## src/hw/rtl/pool2d_pkg.sv

```systemverilog
// shared constants, types and helpers of the 2-d pooling block
`default_nettype none

package pool2d_pkg;

  // map and window limits
  localparam int MAX_WIDTH    = 64;
  localparam int MAX_HEIGHT   = 64;
  localparam int MAX_KERNEL   = 8;
  localparam int MAX_CHANNELS = 16;
  localparam int MAX_STRIDE   = 8;

  // field and counter widths
  localparam int DATA_W  = 16;
  localparam int ARG_W   = 6;
  localparam int CH_W    = $clog2(MAX_CHANNELS);
  localparam int ROW_W   = $clog2(MAX_HEIGHT);
  localparam int COL_W   = $clog2(MAX_WIDTH);
  localparam int POS_W   = 6;
  localparam int SLOT_W  = $clog2(MAX_KERNEL);
  localparam int KCNT_W  = $clog2(MAX_KERNEL + 1);
  localparam int PH_W    = $clog2(MAX_STRIDE);
  localparam int AREA_W  = $clog2(MAX_KERNEL * MAX_KERNEL + 1);
  localparam int SUM_W   = DATA_W + $clog2(MAX_KERNEL * MAX_KERNEL);

  // line store geometry
  localparam int STORE_DEPTH = MAX_WIDTH * MAX_KERNEL;
  localparam int ADDR_W      = $clog2(STORE_DEPTH);

  // configuration port
  localparam int CFG_IDX_W  = 3;
  localparam int CFG_DATA_W = 7;

  typedef enum logic [CFG_IDX_W-1:0] {
    REG_POOL_MODE     = 3'd0,
    REG_CHANNELS      = 3'd1,
    REG_IN_HEIGHT     = 3'd2,
    REG_IN_WIDTH      = 3'd3,
    REG_KERNEL_HEIGHT = 3'd4,
    REG_KERNEL_WIDTH  = 3'd5,
    REG_STRIDE        = 3'd6
  } cfg_reg_t;

  // divider request and response
  typedef struct packed {
    logic              start;
    logic [SUM_W-1:0]  dividend;
    logic [AREA_W-1:0] divisor;
  } div_req_t;

  typedef struct packed {
    logic             done;
    logic [SUM_W-1:0] quotient;
  } div_rsp_t;

  // zero reads as one, too large reads as the limit
  function automatic logic [CFG_DATA_W-1:0] clamp_cfg(input logic [CFG_DATA_W-1:0] v,
                                                      input logic [CFG_DATA_W-1:0] hi);
    logic [CFG_DATA_W-1:0] r;
    if (v == '0) begin
      r = CFG_DATA_W'(1);
    end else if (v > hi) begin
      r = hi;
    end else begin
      r = v;
    end
    return r;
  endfunction

endpackage

`default_nettype wire

```

## src/hw/rtl/pool2d_div.sv

```systemverilog
// radix-2 restoring divider, one quotient bit per cycle
`default_nettype none

module pool2d_div (
  input  logic                 clk,
  input  logic                 rst,
  input  pool2d_pkg::div_req_t req,
  output pool2d_pkg::div_rsp_t rsp
);
  import pool2d_pkg::*;

  localparam int CNT_W = $clog2(SUM_W + 1);

  logic              busy;
  logic              done;
  logic [CNT_W-1:0]  cnt;
  logic [SUM_W-1:0]  quo;
  logic [AREA_W-1:0] rem;
  logic [AREA_W-1:0] dvs;
  logic [AREA_W:0]   trial;
  logic              fits;

  // partial remainder with the next dividend bit shifted in
  assign trial = {rem, quo[SUM_W-1]};
  assign fits  = trial >= {1'b0, dvs};

  // iteration
  always_ff @(posedge clk) begin
    if (rst) begin
      busy <= 1'b0;
      done <= 1'b0;
      cnt  <= '0;
    end else begin
      // one-cycle pulse as the last quotient bit goes in
      done <= !req.start && busy && (cnt == CNT_W'(SUM_W - 1));
      if (req.start) begin
        busy <= 1'b1;
        cnt  <= '0;
        quo  <= req.dividend;
        rem  <= '0;
        dvs  <= req.divisor;
      end else if (busy) begin
        rem <= fits ? AREA_W'(trial - {1'b0, dvs}) : AREA_W'(trial);
        quo <= {quo[SUM_W-2:0], fits};
        cnt <= cnt + CNT_W'(1);
        if (cnt == CNT_W'(SUM_W - 1)) begin
          busy <= 1'b0;
        end
      end
    end
  end

  assign rsp.done     = done;
  assign rsp.quotient = quo;

endmodule

`default_nettype wire

```

## config.mk

```make
export PLATFORM = sky130hd
export DESIGN_NAME = pool2d_div
export DESIGN_NICKNAME = d
export VERILOG_FILES = /design/src/hw/rtl/pool2d_pkg.sv /design/src/hw/rtl/pool2d_div.sv
export SDC_FILE = /design/constraint.sdc
export NUM_CORES = 1
export LEC_CHECK = 0
export BUFFER_PORTS_ARGS = -buffer_cell sky130_fd_sc_hd__clkbuf_2
export CAP_MARGIN = 30
export CORE_MARGIN = 2
export CORE_UTILIZATION = 31
export CTS_BUF_LIST = sky130_fd_sc_hd__clkbuf_2
export CTS_CLUSTER_DIAMETER = 80
export CTS_CLUSTER_SIZE = 20
export DETAILED_ROUTE_END_ITERATION = 7
export GPL_TIMING_DRIVEN = 0
export SYNTH_ARGS = -nofsm -noshare
export SYNTH_HDL_FRONTEND = slang
export SYNTH_SLANG_ARGS = --single-unit
```

## constraint.sdc

```tcl
create_clock -name clk -period 5.4 [get_ports clk]
set_input_delay 0.54 -clock clk [delete_from_list [all_inputs] [get_ports clk]]
set_output_delay 0.54 -clock clk [all_outputs]
set_load 0.01 [all_outputs]
```

==> results.cfg <==
[synth]
ys_async_sr_fraction_pct = 0
synth_area_leader_cell = edfxtp_1
yosysWarnings = 0
synthDistinctLibCells = 40
syn_nets = 208
ys.flop_type = edfxtp_1
synth-edff-count = 36
synth_seq_cells = 43
synth_top_area_share_pct = 50.5
syn_inst = 166
synthesis.area_mm2 = 0.00214
avgSynthCellArea_um2 = 12.9
synth_area_leaders = edfxtp_1, dfxtp_1, mux2_1
ys_seq_area_share_pct = 57.0

[pwr]
power_density_mw_per_mm2 = 283
power_mw = 0.733
power_leakage_nw = 1.04
seqPwrFrac_pct = 54.3
pwr-share-comb_pct = 20.1
swShare_pct = 26.6
power_frac_clock_pct = 25.6
vdd_drop_max_v = 0.000143
intPower_mw = 0.538
p_sw_mw = 0.195

[clock_network]
insertion_delay_ns = 0.41
ctsHoldBuffers = 0
cts-root-buf = clkbuf_2
clk_pin_slew_ns = 0.21
cts_setup_buffers = 0
ctsLongestPathBuffers = 2
cts_buffers = 5
cts_tree = yes
cts_resized = 0
h-tree-depth = 2
cts_sinks = 43

[detailed_routing]
drc = 0
wl_per_cell_um = 13.1
drt_first_pass_iters = 4
vias_per_cell = 4.75
postRouteAntennaNets = 0
drt-total-wl_um = 4020
drt_iter0_markers = 81
num_vias = 1462

[grt]
grt_antenna_before_repair = 0
grt_use_total_pct = 11.3
grt_max_degree = 20
grt_overflow_total = 0
grt_pass1_wl_um = 6570
grt_pass1_vias = 1395

[floorplanning]
die_h_um = 87.1
ios = 55
num_rows = 30
die-width_um = 87.1
start_util_pct = 31.7
core-area_mm2 = 0.00676
dieArea_mm2 = 0.00759

[timing]
min_period_ns = 2.26
worst_pin_slew_ns = 0.726
rsz0062_at_grt = no
setup_violations = 0
finalHoldViolCount = 0
fin_hold_ws_ns = 0.290
setup_tns_ns = 0
fmax_mhz = 443
maxSlewViolCount = 0
fin_crit_sh_pct = 41.8
slew_headroom_pct = 51.5
fin_skew_ns = 0.00992

[critical_path]
cp_top_family = compound AO/OA/AOI/OAI gates
r2r_slack_ns = 3.14
slowest_stage = edfxtp_1
timing.rr.start = quo[21]
crit_fanout = 6
crit_path_cell_trace = inv_1 > ha_1 > fa_1 > nand2b_2 > o2bb2ai_2 > a31oi_2 > nor3_1 > a211oi_1
r2r.worst_path.cells = 8
cpPeakStageDelay_ns = 0.44
r2r_end = rem[0]
critPathRequiredTime_ns = 5.64
crit_type = flop to flop
arrival_ns = 2.50
end_kind = flop
critPathLaunchType = flop
path_buf_inv = 1

[placed_design]
dp_cells = 300
io_buffers = 53
finalWeightedCongestion = 0.803
dpl.hpwl_um = 3040

[min_path]
worstHoldPathCells = 1
whs_endpoint = dvs[3]
min-delay-start = req[3]
hp-class = input port to flop

[final_layout]
area_growth_pct = 20.9
finalNonFillerCells = 308
layout_commonest_cell = clkbuf_2
nets = 269
final_cell_mix = clkbuf_2, edfxtp_1, mux2_1
drive_above_1_share_pct = 37.3
antenna_cells = 0

[status]
status = completed

[flow_run]
maxCapViolCount = 0
-- flip-flops by register name, summed over array words and instances (netlist names) --
register  count
rem           7
quo          22
busy          1
done          1
cnt           5
dvs           7
-- power groups by stage --
stage / clock network, mW / registers (mW) / logic (mW)
2_1_floorplan: 0 / 0.409 / 0.0994
3_3_place_gp: 0 / 0.407 / 0.144
3_5_place_dp: 0 / 0.406 / 0.148
4_1_cts: 0.195 / 0.399 / 0.149
5_1_grt: 0.207 / 0.401 / 0.165
6_report: 0.188 / 0.398 / 0.147
-- worst reg2reg max path, cell delays in order, from the launching register on --
cell and delay [ns]:
edfxtp_1 0.44, inv_1 0.06, ha_1 0.22, fa_1 0.41, nand2b_2 0.21, o2bb2ai_2 0.15
a31oi_2 0.28, nor3_1 0.09, a211oi_1 0.25
-- cell families after synthesis --
group	after synthesis	synth area share (%)
DFF	43	57.0
and+or+nand+nor	38	8.88
AOI/OAI and AO/OA	27	9.46
muxes	24	12.6
buffers and inverters	18	3.45
adders and majority gates	10	6.19
xor gates and xnor gates	6	2.45
-- synth_stat cells (2+ instances only) --
library cell,count
ha_1,9
xor2_1,3
mux2_2,11
edfxtp_1,36
nor3_1,7
o21ai_1,4
nand3_1,5
xnor2_1,3
nor2b_1,3
o21a_1,2
buf_2,2
a211oi_1,3
nand2_1,4
dfxtp_1,7
mux2_1,12
nor2_1,11
nand4_1,3
inv_1,10
a21oi_1,7
clkbuf_1,4
-- area by class of cell --
| class | instances | area (um2) |
|---|---|---|
| well taps | 80 | 100 |
| clock inverters | 1 | 30.0 |
| clock buffers | 7 | 35.0 |
| fillers | 676 | 4170 |
| flip-flops and latches | 43 | 1220 |
| inverters | 11 | 41.3 |
| repair buffers | 54 | 280 |
| plain buffers | 7 | 32.5 |
| multi-input cells | 105 | 850 |
-- metrics by stage --
stage               util [%]  cell area (um2)  setup WS (ns)
CTS                     38.3             2590           3.07
global route            38.3             2590           2.95
global placement        37.1             2510           1.88
detailed placement      37.4             2520           3.01
floorplan                  -             2140           2.65
finish                  38.3             2590           3.14
-- per-layer routing --
metal  wire (um)  global-route usage, %
met5           0                      0
met2        1900                   16.9
met4          20                   3.36
met3         167                   3.70
met1        1930                   15.8
-- how the worst max path moves through the flow --
stage / startpoint / end / slack [ns] / depth (start not counted)
after CTS: quo[21] / rem[0] / 3.07 / 8
after global placement: req[29] / quo[6] / 1.88 / 4
after global routing: quo[21] / rem[0] / 2.95 / 8
final: quo[21] / rem[0] / 3.14 / 8
after detailed placement: req[29] / quo[5] / 3.01 / 5
after floorplan: req[29] / quo[0] / 2.65 / 4
Note: power is estimated with default switching activity, not from simulation.
